--- config.mk ---
export PLATFORM = sky130hd
export DESIGN_NAME = software_timer_table
export DESIGN_NICKNAME = d
export VERILOG_FILES = /design/src/sv/stt_pkg.sv /design/src/sv/stt_mem.sv /design/src/sv/stt_sweep.sv /design/src/sv/software_timer_table.sv
export VERILOG_INCLUDE_DIRS = /design/src /design/src/sv
export SDC_FILE = /design/constraint.sdc
export NUM_CORES = 1
export LEC_CHECK = 0
export BUFFER_PORTS_ARGS = -buffer_cell sky130_fd_sc_hd__buf_2
export CELL_PAD_IN_SITES_DETAIL_PLACEMENT = 0
export CELL_PAD_IN_SITES_GLOBAL_PLACEMENT = 1
export CORE_AREA = 2 2 327 199
export CTS_CLUSTER_SIZE = 40
export DETAILED_ROUTE_END_ITERATION = 16
export DIE_AREA = 0 0 329 201
export PLACE_DENSITY = 0.81
export SYNTH_ARGS = -nofsm -noshare
export SYNTH_HDL_FRONTEND = slang
export SYNTH_SLANG_ARGS = --single-unit
--- constraint.sdc ---
create_clock -name clk_i -period 5.3 [get_ports clk_i]
set_clock_uncertainty 0.2 [all_clocks]
set_input_delay 1.06 -clock clk_i [delete_from_list [all_inputs] [get_ports clk_i]]
set_output_delay 1.06 -clock clk_i [all_outputs]
set_load 0.02 [all_outputs]
--- src/sv/assert_macros.svh ---
// Assertion macros shared by the timer table RTL.
`ifndef ASSERT_MACROS_SVH
`define ASSERT_MACROS_SVH
`ifndef SYNTHESIS
// Concurrent property, checked on the rising edge, off while reset is low.
`define STT_ASSERT(lbl, clk, rst_n, prop) \
  lbl: assert property (@(posedge clk) disable iff (!rst_n) prop) \
    else $error("timer table assertion failed");
// Condition that must never be true.
`define STT_ASSERT_NEVER(lbl, clk, rst_n, cond) \
  `STT_ASSERT(lbl, clk, rst_n, !(cond))
`else
`define STT_ASSERT(lbl, clk, rst_n, prop)
`define STT_ASSERT_NEVER(lbl, clk, rst_n, cond)
`endif
`endif

--- src/sv/stt_pkg.sv ---
// Package: types and constants of the software timer table.
package stt_pkg;

  localparam int unsigned NUM_SLOTS_DEF = 16;
  localparam int unsigned SLOT_FIELD_W  = 4;
  localparam int unsigned DELAY_W       = 8;
  localparam int unsigned TAG_W         = 32;
  localparam int unsigned ENTRY_W       = DELAY_W + TAG_W;
  localparam int unsigned IN_TDATA_W    = 48;
  localparam int unsigned OUT_TDATA_W   = 40;

  typedef enum logic [1:0] {
    OP_TICK   = 2'd0,
    OP_ARM    = 2'd1,
    OP_CANCEL = 2'd2
  } op_e;

  typedef enum logic [1:0] {
    ST_IDLE,
    ST_SWEEP,
    ST_FLUSH
  } sweep_state_e;

  typedef struct packed {
    logic [1:0]              op;
    logic [SLOT_FIELD_W-1:0] slot;
    logic [DELAY_W-1:0]      delay;
    logic [TAG_W-1:0]        tag;
  } cmd_t;

  typedef struct packed {
    logic                    valid;
    logic [SLOT_FIELD_W-1:0] slot;
    logic [TAG_W-1:0]        tag;
    logic                    last;
  } expiry_t;

endpackage

--- src/sv/stt_mem.sv ---
// Slot memory: count and tag per slot, one write port, one registered read port.
module stt_mem #(
  parameter int unsigned DEPTH = stt_pkg::NUM_SLOTS_DEF,
  localparam int unsigned AW = (DEPTH > 1) ? $clog2(DEPTH) : 1
) (
  input  logic                        clk_i,
  input  logic                        we_i,
  input  logic [AW-1:0]               waddr_i,
  input  logic [stt_pkg::ENTRY_W-1:0] wdata_i,
  input  logic                        re_i,
  input  logic [AW-1:0]               raddr_i,
  output logic [stt_pkg::ENTRY_W-1:0] rdata_o
);

  logic [stt_pkg::ENTRY_W-1:0] mem_q [DEPTH];
  logic [stt_pkg::ENTRY_W-1:0] rdata_q;

  always_ff @(posedge clk_i) begin
    if (we_i) begin
      mem_q[waddr_i] <= wdata_i;
    end
  end

  // read data holds while no read is issued
  always_ff @(posedge clk_i) begin
    if (re_i) begin
      rdata_q <= mem_q[raddr_i];
    end
  end

  assign rdata_o = rdata_q;

endmodule

--- src/sv/stt_sweep.sv ---
// Sweep controller: command decode, armed bits, read-modify-write walk, expiry hold.
`include "assert_macros.svh"
module stt_sweep #(
  parameter int unsigned NUM_SLOTS = stt_pkg::NUM_SLOTS_DEF
) (
  input  logic             clk_i,
  input  logic             rst_ni,
  input  logic             cmd_valid_i,
  output logic             cmd_ready_o,
  input  stt_pkg::cmd_t    cmd_i,
  input  logic             out_free_i,
  output stt_pkg::expiry_t push_o
);

  localparam int unsigned SlotW = (NUM_SLOTS > 1) ? $clog2(NUM_SLOTS) : 1;
  localparam int unsigned CntW  = $clog2(NUM_SLOTS + 1);
  localparam int unsigned WideW = SlotW + stt_pkg::SLOT_FIELD_W;

  stt_pkg::sweep_state_e state_q, state_d;

  logic [NUM_SLOTS-1:0] armed_q, armed_d;
  logic [CntW-1:0]      rd_idx_q, rd_idx_d;
  logic                 s1_vld_q, s1_vld_d;
  logic [SlotW-1:0]     s1_idx_q, s1_idx_d;
  logic                 pend_vld_q, pend_vld_d;
  logic [stt_pkg::SLOT_FIELD_W-1:0] pend_slot_q, pend_slot_d;
  logic [stt_pkg::TAG_W-1:0]        pend_tag_q, pend_tag_d;

  logic                  accept, in_range, arm_ok, cancel_ok, tick_go;
  logic [WideW-1:0]      in_idx_wide, s1_idx_wide;
  logic [SlotW-1:0]      in_idx;
  logic                  s1_armed, hit, stall, sweep_done;
  logic [stt_pkg::DELAY_W-1:0] rem_dec;
  logic [stt_pkg::TAG_W-1:0]   rd_tag;
  logic [stt_pkg::ENTRY_W-1:0] rdata, wdata;
  logic                  we, re;
  logic [SlotW-1:0]      waddr;

  // decode
  assign accept      = cmd_valid_i && cmd_ready_o;
  assign in_idx_wide = {{SlotW{1'b0}}, cmd_i.slot};
  assign in_range    = in_idx_wide < WideW'(NUM_SLOTS);
  assign in_idx      = in_idx_wide[SlotW-1:0];

  always_comb begin
    arm_ok    = 1'b0;
    cancel_ok = 1'b0;
    tick_go   = 1'b0;
    unique case (cmd_i.op)
      stt_pkg::OP_ARM:    arm_ok    = accept && in_range;
      stt_pkg::OP_CANCEL: cancel_ok = accept && in_range;
      stt_pkg::OP_TICK:   tick_go   = accept;
      default: ;
    endcase
  end

  // stage 1: read data of the slot fetched by the last read
  assign rd_tag      = rdata[stt_pkg::ENTRY_W-1:stt_pkg::DELAY_W];
  assign rem_dec     = rdata[stt_pkg::DELAY_W-1:0] - stt_pkg::DELAY_W'(1);
  assign s1_armed    = armed_q[s1_idx_q];
  assign hit         = s1_vld_q && s1_armed && (rem_dec == '0);
  assign stall       = hit && pend_vld_q && !out_free_i;
  assign s1_idx_wide = {{stt_pkg::SLOT_FIELD_W{1'b0}}, s1_idx_q};
  assign sweep_done  = (rd_idx_q == CntW'(NUM_SLOTS)) && !s1_vld_q;

  // next state
  always_comb begin
    state_d = state_q;
    unique case (state_q)
      stt_pkg::ST_IDLE:  if (tick_go) state_d = stt_pkg::ST_SWEEP;
      stt_pkg::ST_SWEEP: if (sweep_done) state_d = stt_pkg::ST_FLUSH;
      stt_pkg::ST_FLUSH: if (!pend_vld_q || out_free_i) state_d = stt_pkg::ST_IDLE;
      default:           state_d = stt_pkg::ST_IDLE;
    endcase
  end

  // outputs and datapath control
  always_comb begin
    cmd_ready_o = (state_q == stt_pkg::ST_IDLE);
    re          = 1'b0;
    we          = 1'b0;
    waddr       = in_idx;
    wdata       = {cmd_i.tag, cmd_i.delay};
    push_o      = '0;
    unique case (state_q)
      stt_pkg::ST_IDLE: begin
        we = arm_ok;
      end
      stt_pkg::ST_SWEEP: begin
        re    = (rd_idx_q < CntW'(NUM_SLOTS)) && !stall;
        we    = s1_vld_q && s1_armed && !stall;
        waddr = s1_idx_q;
        wdata = {rd_tag, rem_dec};
        // a new expiry pushes the held one out, not last
        push_o.valid = hit && pend_vld_q && !stall;
        push_o.slot  = pend_slot_q;
        push_o.tag   = pend_tag_q;
        push_o.last  = 1'b0;
      end
      stt_pkg::ST_FLUSH: begin
        push_o.valid = pend_vld_q && out_free_i;
        push_o.slot  = pend_slot_q;
        push_o.tag   = pend_tag_q;
        push_o.last  = 1'b1;
      end
      default: ;
    endcase
  end

  // register next values
  always_comb begin
    armed_d     = armed_q;
    rd_idx_d    = rd_idx_q;
    s1_vld_d    = s1_vld_q;
    s1_idx_d    = s1_idx_q;
    pend_vld_d  = pend_vld_q;
    pend_slot_d = pend_slot_q;
    pend_tag_d  = pend_tag_q;
    if (arm_ok) armed_d[in_idx] = 1'b1;
    if (cancel_ok) armed_d[in_idx] = 1'b0;
    if (tick_go) rd_idx_d = '0;
    if (re) begin
      rd_idx_d = rd_idx_q + CntW'(1);
      s1_idx_d = rd_idx_q[SlotW-1:0];
    end
    if (!stall) s1_vld_d = re;
    if (hit && !stall) begin
      armed_d[s1_idx_q] = 1'b0;
      pend_vld_d        = 1'b1;
      pend_slot_d       = s1_idx_wide[stt_pkg::SLOT_FIELD_W-1:0];
      pend_tag_d        = rd_tag;
    end
    if (state_q == stt_pkg::ST_FLUSH && out_free_i) pend_vld_d = 1'b0;
  end

  always_ff @(posedge clk_i or negedge rst_ni) begin
    if (!rst_ni) begin
      state_q    <= stt_pkg::ST_IDLE;
      armed_q    <= '0;
      rd_idx_q   <= '0;
      s1_vld_q   <= 1'b0;
      pend_vld_q <= 1'b0;
    end else begin
      state_q    <= state_d;
      armed_q    <= armed_d;
      rd_idx_q   <= rd_idx_d;
      s1_vld_q   <= s1_vld_d;
      pend_vld_q <= pend_vld_d;
    end
  end

  always_ff @(posedge clk_i) begin
    s1_idx_q    <= s1_idx_d;
    pend_slot_q <= pend_slot_d;
    pend_tag_q  <= pend_tag_d;
  end

  stt_mem #(
    .DEPTH(NUM_SLOTS)
  ) u_mem (
    .clk_i  (clk_i),
    .we_i   (we),
    .waddr_i(waddr),
    .wdata_i(wdata),
    .re_i   (re),
    .raddr_i(rd_idx_q[SlotW-1:0]),
    .rdata_o(rdata)
  );

  `STT_ASSERT(a_idle_clean, clk_i, rst_ni, (state_q == stt_pkg::ST_IDLE) |-> (!pend_vld_q && !s1_vld_q))
  `STT_ASSERT(a_stall_holds, clk_i, rst_ni, stall |=> ($stable(s1_idx_q) && s1_vld_q))
  `STT_ASSERT(a_push_has_room, clk_i, rst_ni, push_o.valid |-> out_free_i)
  `STT_ASSERT_NEVER(a_idx_range, clk_i, rst_ni, rd_idx_q > CntW'(NUM_SLOTS))

endmodule

--- src/sv/software_timer_table.sv ---
// Top level of the one-shot software timer table.
//
//  channel  dir  handshake                      payload
//  s_axis   in   s_axis_tvalid / s_axis_tready  op, slot, delay_ticks, msg_tag
//  m_axis   out  m_axis_tvalid / m_axis_tready  expired_slot, expired_tag, tlast
//
// Arm and cancel are taken in the idle state and leave the input open. A tick walks
// the slot memory one slot per cycle while the output does not stall it, through
// the single read port of the memory, and keeps the input closed until its flush is done.
// Output back-pressure adds stall cycles only once two expiries are held.
// Reset clears all armed marks at once; counts and tags need no clearing.
// New items are taken once the previous tick has its last result, if any, in the output register.
module software_timer_table #(
  parameter int unsigned NUM_SLOTS = stt_pkg::NUM_SLOTS_DEF
) (
  input  logic                           clk_i,
  input  logic                           rst_ni,
  input  logic                           s_axis_tvalid,
  output logic                           s_axis_tready,
  // op[1:0], slot[5:2], delay_ticks[13:6], msg_tag[45:14], zero fill
  input  logic [stt_pkg::IN_TDATA_W-1:0] s_axis_tdata,
  output logic                           m_axis_tvalid,
  input  logic                           m_axis_tready,
  // expired_slot[3:0], expired_tag[35:4], zero fill
  output logic [stt_pkg::OUT_TDATA_W-1:0] m_axis_tdata,
  output logic                           m_axis_tlast
);

  stt_pkg::cmd_t    cmd;
  stt_pkg::expiry_t push;
  logic             out_free;

  logic                                 out_vld_q, out_vld_d;
  logic [stt_pkg::SLOT_FIELD_W-1:0]     out_slot_q;
  logic [stt_pkg::TAG_W-1:0]            out_tag_q;
  logic                                 out_last_q;

  // unpack the input transfer
  assign cmd.op    = s_axis_tdata[1:0];
  assign cmd.slot  = s_axis_tdata[5:2];
  assign cmd.delay = s_axis_tdata[13:6];
  assign cmd.tag   = s_axis_tdata[45:14];

  stt_sweep #(
    .NUM_SLOTS(NUM_SLOTS)
  ) u_sweep (
    .clk_i      (clk_i),
    .rst_ni     (rst_ni),
    .cmd_valid_i(s_axis_tvalid),
    .cmd_ready_o(s_axis_tready),
    .cmd_i      (cmd),
    .out_free_i (out_free),
    .push_o     (push)
  );

  // output register: refilled in the same cycle the current result leaves
  assign out_free = !out_vld_q || m_axis_tready;

  always_comb begin
    out_vld_d = out_vld_q;
    if (push.valid) begin
      out_vld_d = 1'b1;
    end else if (m_axis_tready) begin
      out_vld_d = 1'b0;
    end
  end

  always_ff @(posedge clk_i or negedge rst_ni) begin
    if (!rst_ni) begin
      out_vld_q <= 1'b0;
    end else begin
      out_vld_q <= out_vld_d;
    end
  end

  always_ff @(posedge clk_i) begin
    if (push.valid) begin
      out_slot_q <= push.slot;
      out_tag_q  <= push.tag;
      out_last_q <= push.last;
    end
  end

  assign m_axis_tvalid = out_vld_q;
  assign m_axis_tdata  = {4'b0, out_tag_q, out_slot_q};
  assign m_axis_tlast  = out_last_q;

endmodule
# Yosys cells after proc, flatten, opt, wreduce, memory -nomap -nowiden
# Memory sizes are Yosys's and may differ from the RTL's. A register that Yosys moved wholly into a read port is not among the register bits.
# Cells that the tools add are included.
dict set report op_classes {
  magnitude_cmp 6
  reduce_logical 29
  mux 29
  n_shift 0
  bitwise_logic 5
  addsub 2
  eq_ne 8
  multipliers 0
  div_mod_pow 0
}
# cell n
set op_table {}
lappend op_table {{one-hot mux 38 bit (2 select lines)} 1}
lappend op_table {{2-to-1 mux 16 bit} 3}
lappend op_table {{2-to-1 mux 40 bit} 1}
lappend op_table {{bitwise AND 16 bit} 2}
lappend op_table {{inverter 16 bit} 2}
lappend op_table {{OR 16 bit} 1}
lappend op_table {{logical AND 1 bit} 15}
lappend op_table {{< comparator 4 x 5 -> 1 bit (second input constant)} 3}
lappend op_table {{2-to-1 mux 1 bit} 13}
lappend op_table {{2-to-1 mux 5 bit} 2}
lappend op_table {{demux 1 bit (select 4 bit)} 2}
lappend op_table {{>= comparator 4 x 1 -> 1 bit (second input constant)} 2}
lappend op_table {{zero test 8 bit} 1}
lappend op_table {{subtractor 8 x 1 -> 8 bit (second input constant)} 1}
lappend op_table {{2-to-1 mux 2 bit} 3}
lappend op_table {{one-hot mux 2 bit (3 select lines)} 1}
lappend op_table {{nonzero test 2 bit} 3}
lappend op_table {{adder 5 x 1 -> 5 bit (second input constant)} 1}
lappend op_table {{== test 5 bit (second input constant)} 1}
lappend op_table {{zero test 1 bit} 5}
lappend op_table {{< comparator 5 bit (second input constant)} 1}
lappend op_table {{binary-select mux 1 bit (select 4 bit)} 1}
lappend op_table {{== test 2 x 1 -> 1 bit (second input constant)} 2}
lappend op_table {{== test 2 bit (second input constant)} 2}
lappend op_table {{other kinds (7)} 10}
dict set report totals {
  mem_count 1
  inputBits 52
  latch_bits 0
  ramBits 640
  register_bits 103
  romBits 0
}
# name depth word_bits read_ports rd_ports_with_merged_regs wr line
set memory_table {}
lappend memory_table {u_sweep.u_mem.mem_q 16 40 1 1 1 stt_mem.sv:15} ;# logic [stt_pkg::ENTRY_W-1:0] mem_q [DEPTH];

# Depth between registers and ports, before layout
dict set report logic_depth {
  depth_word 11
  depth_mapped 9
}

# By module
# Synthesis repeated with hierarchy kept, for this count alone.
dict set report hier_totals {
  hier_cells 1418
  area_unflattened_um2 30446.7
}
# module area_each_um2 seq_area_each_um2 cells_per_inst n_inst
set by_module_without_submodules {}
lappend by_module_without_submodules {stt_mem 25532.0 20419.6 1040 1}
lappend by_module_without_submodules {stt_sweep 3722.3 1826.8 333 1}
lappend by_module_without_submodules {software_timer_table 1192.4 1136.1 45 1}

# Worst setup path before layout
# Ideal clock, no wire load.
dict set report synth_timing {
  path_kind {register -> register}
  from {reg u_sweep.u_mem.rdata_q (netlist bit u_sweep.u_mem.rdata_o[0]), read port of u_sweep.u_mem.mem_q}
  to {reg out_last_q, in the netlist m_axis_tlast, enable pin}
  path_stages_with_launch 9
  path_buffers 0
  period_less_slack_ns 5.269
  setup_time_ns 0.477
  required_ns 4.623
  path_slack_ns 0.031
  t_arrival_ns 4.592
  cell_sequence {edfxtp_1 > inv_1 > ha_1 > or4b_4 > nor4b_4 > a211oi_2 > a211oi_1 > a21oi_1 > nor3_1}
}
dict set report synth_via {
  elab_chain_len 8
}
# item line
set synth_lines {}
lappend synth_lines {{from (decl)} stt_mem.sv:16} ;# logic [stt_pkg::ENTRY_W-1:0] rdata_q;
lappend synth_lines {{subtractor 8 x 1 -> 8 bit (*)} stt_sweep.sv:59} ;# assign rem_dec = rdata[stt_pkg::DELAY_W-1:0] - stt_pkg::DELAY_W'(1);
lappend synth_lines {{zero test 8 bit (*)} stt_sweep.sv:61} ;# assign hit = s1_vld_q && s1_armed && (rem_dec == '0);
lappend synth_lines {{logical AND 1 bit (*)} stt_sweep.sv:61}
lappend synth_lines {{logical AND 1 bit (*)} {stt_sweep.sv:62, stt_sweep.sv:95}}
lappend synth_lines {{logical AND 1 bit} stt_sweep.sv:62} ;# assign stall = hit && pend_vld_q && !out_free_i;
lappend synth_lines {{zero test 1 bit} stt_sweep.sv:95} ;# push_o.valid = hit && pend_vld_q && !stall;
lappend synth_lines {{logical AND 1 bit (*)} stt_sweep.sv:95}
lappend synth_lines {{one-hot mux 38 bit (2 select lines) (*)} stt_sweep.sv:85} ;# unique case (state_q)
lappend synth_lines {{to (signal assigned)} software_timer_table.sv:80} ;# out_last_q <= push.last;
lappend synth_lines {{to (decl)} software_timer_table.sv:36} ;# logic out_last_q;
# Every way passes the cells marked *; elsewhere a longest branch is shown, timed or not.
# A chain may end at the register's enable or synchronous reset.

# Final worst setup path
dict set report layout_timing {
  from {reg u_sweep.u_mem.rdata_q (netlist bit u_sweep.u_mem.rdata_o[0]), read port of u_sweep.u_mem.mem_q}
  to {mem u_sweep.u_mem.mem_q[11][21] in the netlist's numbering, enable pin}
}
dict set report layout_via {
  elab_chain_len 10
}
# item line
set layout_lines {}
lappend layout_lines {{subtractor 8 x 1 -> 8 bit} stt_sweep.sv:59}
lappend layout_lines {{zero test 8 bit} stt_sweep.sv:61}
lappend layout_lines {{logical AND 1 bit} stt_sweep.sv:61}
lappend layout_lines {{logical AND 1 bit (2 in series)} stt_sweep.sv:62}
lappend layout_lines {{zero test 1 bit} stt_sweep.sv:91} ;# we = s1_vld_q && s1_armed && !stall;
lappend layout_lines {{logical AND 1 bit} stt_sweep.sv:91}
lappend layout_lines {{one-hot mux 1 bit (2 select lines)} stt_sweep.sv:85}
lappend layout_lines {{2-to-1 mux 1 bit} stt_mem.sv:19} ;# if (we_i) begin
lappend layout_lines {{2-to-1 mux 1 bit (implied by the code)} stt_mem.sv:20} ;# mem_q[waddr_i] <= wdata_i;
lappend layout_lines {{to (decl)} stt_mem.sv:15}
# No other way between the ends.

==> metrics.csv <==
metric,value,unit
route.antenna.remaining_nets,0,
int_power,0.0121,W
leading_register_cell_type_out_of_synthesis,sky130_fd_sc_hd__edfxtp_1,
grt_max_degree,63,
power.static_leakage,11.3,nW
peakVddDrop,0.240,mV
layout_commonest_cell,sky130_fd_sc_hd__edfxtp_1,
place.detailed.hpwl,35800,um
dpl_cell_area,0.0323,sq mm
met2_wirelength,31100,um
clock_tree_from_tritoncts,built,
cts_sinks,783,
mostFrequentLayoutCells,"sky130_fd_sc_hd__edfxtp_1 (757), sky130_fd_sc_hd__mux2i_1 (131), sky130_fd_sc_hd__o21ai_0 (92)",
ioPinCount,95,
synth_edf_count,757,
timing.slew.headroom,8.03,%
largest_family_of_logic_cells_by_synthesized_area,multiplexers,
drt_iter0_drc,1746,
post_layout_nonfiller_instances,2695,
initial_utilization,48.4,%
diodes,0,
dieWidth,329,um
cts_setup_buffers,0,
synth_compound_gate_area_share,5.62,%
clock_power_share,30.8,%
synth_async_reset_ratio,3.32,%
synthesis.area_per_instance,18.4,sq um
syn_inst,1673,
first_pass_grt_wire_length,99300,um
vias,15813,
muxShareOfSynthArea,12.9,%
criticalPathCategory,reg -> reg,
timing.critical_path.fanout_max,40,
cp_data_required_time,5.35,ns
critPathCaptureType,flop,
critical_path.n_buffers_inverters,3,
cpMostUsedCell,sky130_fd_sc_hd__buf_4,
critical_path.slowest_cell,sky130_fd_sc_hd__a31oi_4,
place_inst,2563,
final_layout_worst_hold_slack,0.242,ns
wirelength,67100,um
clock_path_buffers,3,
route.detailed.drc,0,
post_cts_resize_count,0,
combinationalPowerShare,21.7,%
pins_over_their_slew_limit,0,
synthesis.area,0.0307,sq mm
drv.max_cap_violation_count,0,
xor_xnor_share_of_the_synthesized_area,0.143,%
grt_pass1_vias,15720,
total_switching_power,0.00482,W
grt_antenna_before_repair,0,
uppermost_layer_routed,met4,
seq_area_frac_synth,76.1,%
h-tree-depth,3,
dieArea,0.0661,sq mm
met1Wirelength,29400,um
min_path_type,reg -> reg,
number_of_hold_buffers_added_after_cts,0,
worst_path_dominant_cell_family,simple AND/OR/NAND/NOR gates,
final_net_count,1845,
ctsRootBufferMaster,sky130_fd_sc_hd__clkbuf_16,
setup.worst_path.start_class,flop,
port_buffers,88,
min_period_over_period,78.3,%
timing_hold_violations_final,0,
floorplan.die.height,201,um
sequentialPowerShare,47.5,%
crit_path_cell_trace,"inv_1, ha_1, or4b_4, nor4b_4, a211oi_2, or3_4, a31oi_4, buf_4, nor2_4, buf_4",
gpl.final_weighted_congestion,0.833,
coreArea,0.0635,sq mm
clkTransAtPathRegs,0.06,ns
report.final.setup_viol,0,
synth.ff_latch_count,783,
powerDensity,489,mW/mm^2
final_util,54.7,%
detail_route.first_pass.iterations,5,
maxClockFrequency,241,MHz
rows,72,
power_switching_share,28.4,%
number_of_vias_per_cell_after_detailed_routing,5.87,
result_of_the_run,completed,
route.met3.wl,5250,um
drive_gt1_share,22.6,%
actual_transition_at_the_worst_max_transition_pin,1.34,ns
gr-total-overflow,0,
tritoncts_buffer_count,72,
fillerInstances,4797,
finalWorstPathRequiredPeriod,4.15,ns
yosysUniqueCellTypes,50,
worstSkewPairLatency,0.62,ns
wl_per_instance,24.9,um
worst_ep_arrival_time,4.20,ns
simple_gate_share_of_the_synthesized_area,3.56,%
groute.usage.overall,20.4,%
yosys.area_share.adder,0.285,%
yosys_warning_count,0,
area_growth_syn_to_layout,13.0,%
slowest_delay,0.59,ns
finalInstanceArea,0.0347,sq mm
unrepaired_setup_endpoints_after_global_routing,no,
totalNegativeSetupSlack,0,ns
[metal layers]
layer / GRT usage, % / vias to the layer above
li1: - / 6930
met4: 5.07 / 0
met1: 30.3 / 8150
met5: 0 / -
met3: 4.28 / 99
met2: 31.1 / 634
[final cells by class]
cell class	count	area [sq um]	share of cell area, %
timing repair buffer	126	776	2.23
inverter	9	33.8	0.0973
clock inverter	43	482	1.39
multi-input combinational	794	7070	20.4
tap	851	1060	3.07
sequential	783	23400	67.4
clock buffer	89	1890	5.44
[logic make-up (layout without fill, tap and decap cells)]
group / Yosys count / count (layout)
other cells: 1 / 4
simple gates: 222 / 222
mux: 286 / 286
flops: 783 / 783
buf+inv: 99 / 267
fa+ha+maj: 7 / 7
compound gates: 270 / 270
xor+xnor: 5 / 5
[path summary, 6_finish.rpt]
path,from,to,slack (ns),depth (start not counted)
min in group asynchronous,rst_ni,u_sweep.rd_idx_q[0]$_DFFE_PN0P_,0.27,1
worst max-delay path,u_sweep.u_mem.rdata_o[0]$_DFFE_PP_,u_sweep.u_mem.mem_q[11][21]$_DFFE_PP_,1.15,10
worst max register to register,u_sweep.u_mem.rdata_o[0]$_DFFE_PP_,u_sweep.u_mem.mem_q[11][21]$_DFFE_PP_,1.15,10
worst min-delay path,u_sweep.u_mem.rdata_o[25]$_DFFE_PP_,u_sweep.pend_tag_q[17]$_DFFE_PP_,0.24,0
max in group asynchronous,rst_ni,u_sweep.rd_idx_q[1]$_DFFE_PN0P_,4.13,1
worst min register to register,u_sweep.u_mem.rdata_o[25]$_DFFE_PP_,u_sweep.pend_tag_q[17]$_DFFE_PP_,0.24,0
[registers in the layout, indices dropped and copies added (netlist names)]
register               flops
u_sweep.rd_idx_q           5
u_sweep.s1_idx_q           4
m_axis_tvalid              1
u_sweep.pend_slot_q        4
u_sweep.armed_q           16
out_slot_q                 4
u_sweep.state_q            2
u_sweep.s1_vld_q           1
u_sweep.u_mem.rdata_o     40
out_tag_q                 32
u_sweep.u_mem.mem_q      640
m_axis_tlast               1
u_sweep.pend_vld_q         1
u_sweep.pend_tag_q        32
[cell usage after synthesis, types with 2 or more instances]
master	count	share of area [%]
sky130_fd_sc_hd__edfxtp_1	757	74
sky130_fd_sc_hd__mux2i_1	131	4.3
sky130_fd_sc_hd__o21ai_0	92	1.5
sky130_fd_sc_hd__nand2_1	86	1.1
sky130_fd_sc_hd__mux4_2	80	5.9
sky130_fd_sc_hd__mux2_2	75	2.8
sky130_fd_sc_hd__a21oi_1	66	1.1
sky130_fd_sc_hd__clkbuf_1	57	0.70
sky130_fd_sc_hd__nor2_1	45	0.55
sky130_fd_sc_hd__a22oi_1	42	1.0
sky130_fd_sc_hd__and2_1	41	0.84
sky130_fd_sc_hd__a221oi_1	40	1.1
sky130_fd_sc_hd__dfrtp_1	26	2.1
sky130_fd_sc_hd__o22ai_1	16	0.33
sky130_fd_sc_hd__buf_1	14	0.17
sky130_fd_sc_hd__buf_2	13	0.21
sky130_fd_sc_hd__nor3_1	10	0.16
sky130_fd_sc_hd__inv_1	9	0.11
sky130_fd_sc_hd__nand2b_1	8	0.16
sky130_fd_sc_hd__ha_1	7	0.29
sky130_fd_sc_hd__nor2b_1	7	0.14
sky130_fd_sc_hd__nand3_1	6	0.098
sky130_fd_sc_hd__buf_4	4	0.098
sky130_fd_sc_hd__nand3b_1	4	0.098
sky130_fd_sc_hd__and3b_1	3	0.086
sky130_fd_sc_hd__xnor2_1	3	0.086
sky130_fd_sc_hd__a2111oi_4	2	0.18
sky130_fd_sc_hd__a211o_1	2	0.057
sky130_fd_sc_hd__buf_6	2	0.073
sky130_fd_sc_hd__nor3b_1	2	0.049
sky130_fd_sc_hd__o21a_1	2	0.049
sky130_fd_sc_hd__or3_1	2	0.041
sky130_fd_sc_hd__xor2_1	2	0.057
[power groups by stage]
| stage | logic (W) | clock network, W | registers (W) |
|---|---|---|---|
| after floorplan | 0.00284 | 0 | 0.00785 |
| after CTS | 0.00369 | 0.00532 | 0.00806 |
| after global placement | 0.00356 | 0 | 0.00817 |
| after detailed placement | 0.00367 | 0 | 0.00819 |
| final | 0.00368 | 0.00523 | 0.00806 |
| after global routing | 0.00402 | 0.00556 | 0.00809 |
[stage by stage]
stage                     setup WS (ns)  total power, W
after floorplan                  0.0312          0.0107
after global placement             1.26          0.0117
after global routing               1.01          0.0177
after CTS                          1.14          0.0171
final                              1.15          0.0170
after detailed placement           1.17          0.0119
Power figures use the tool's default switching activity.
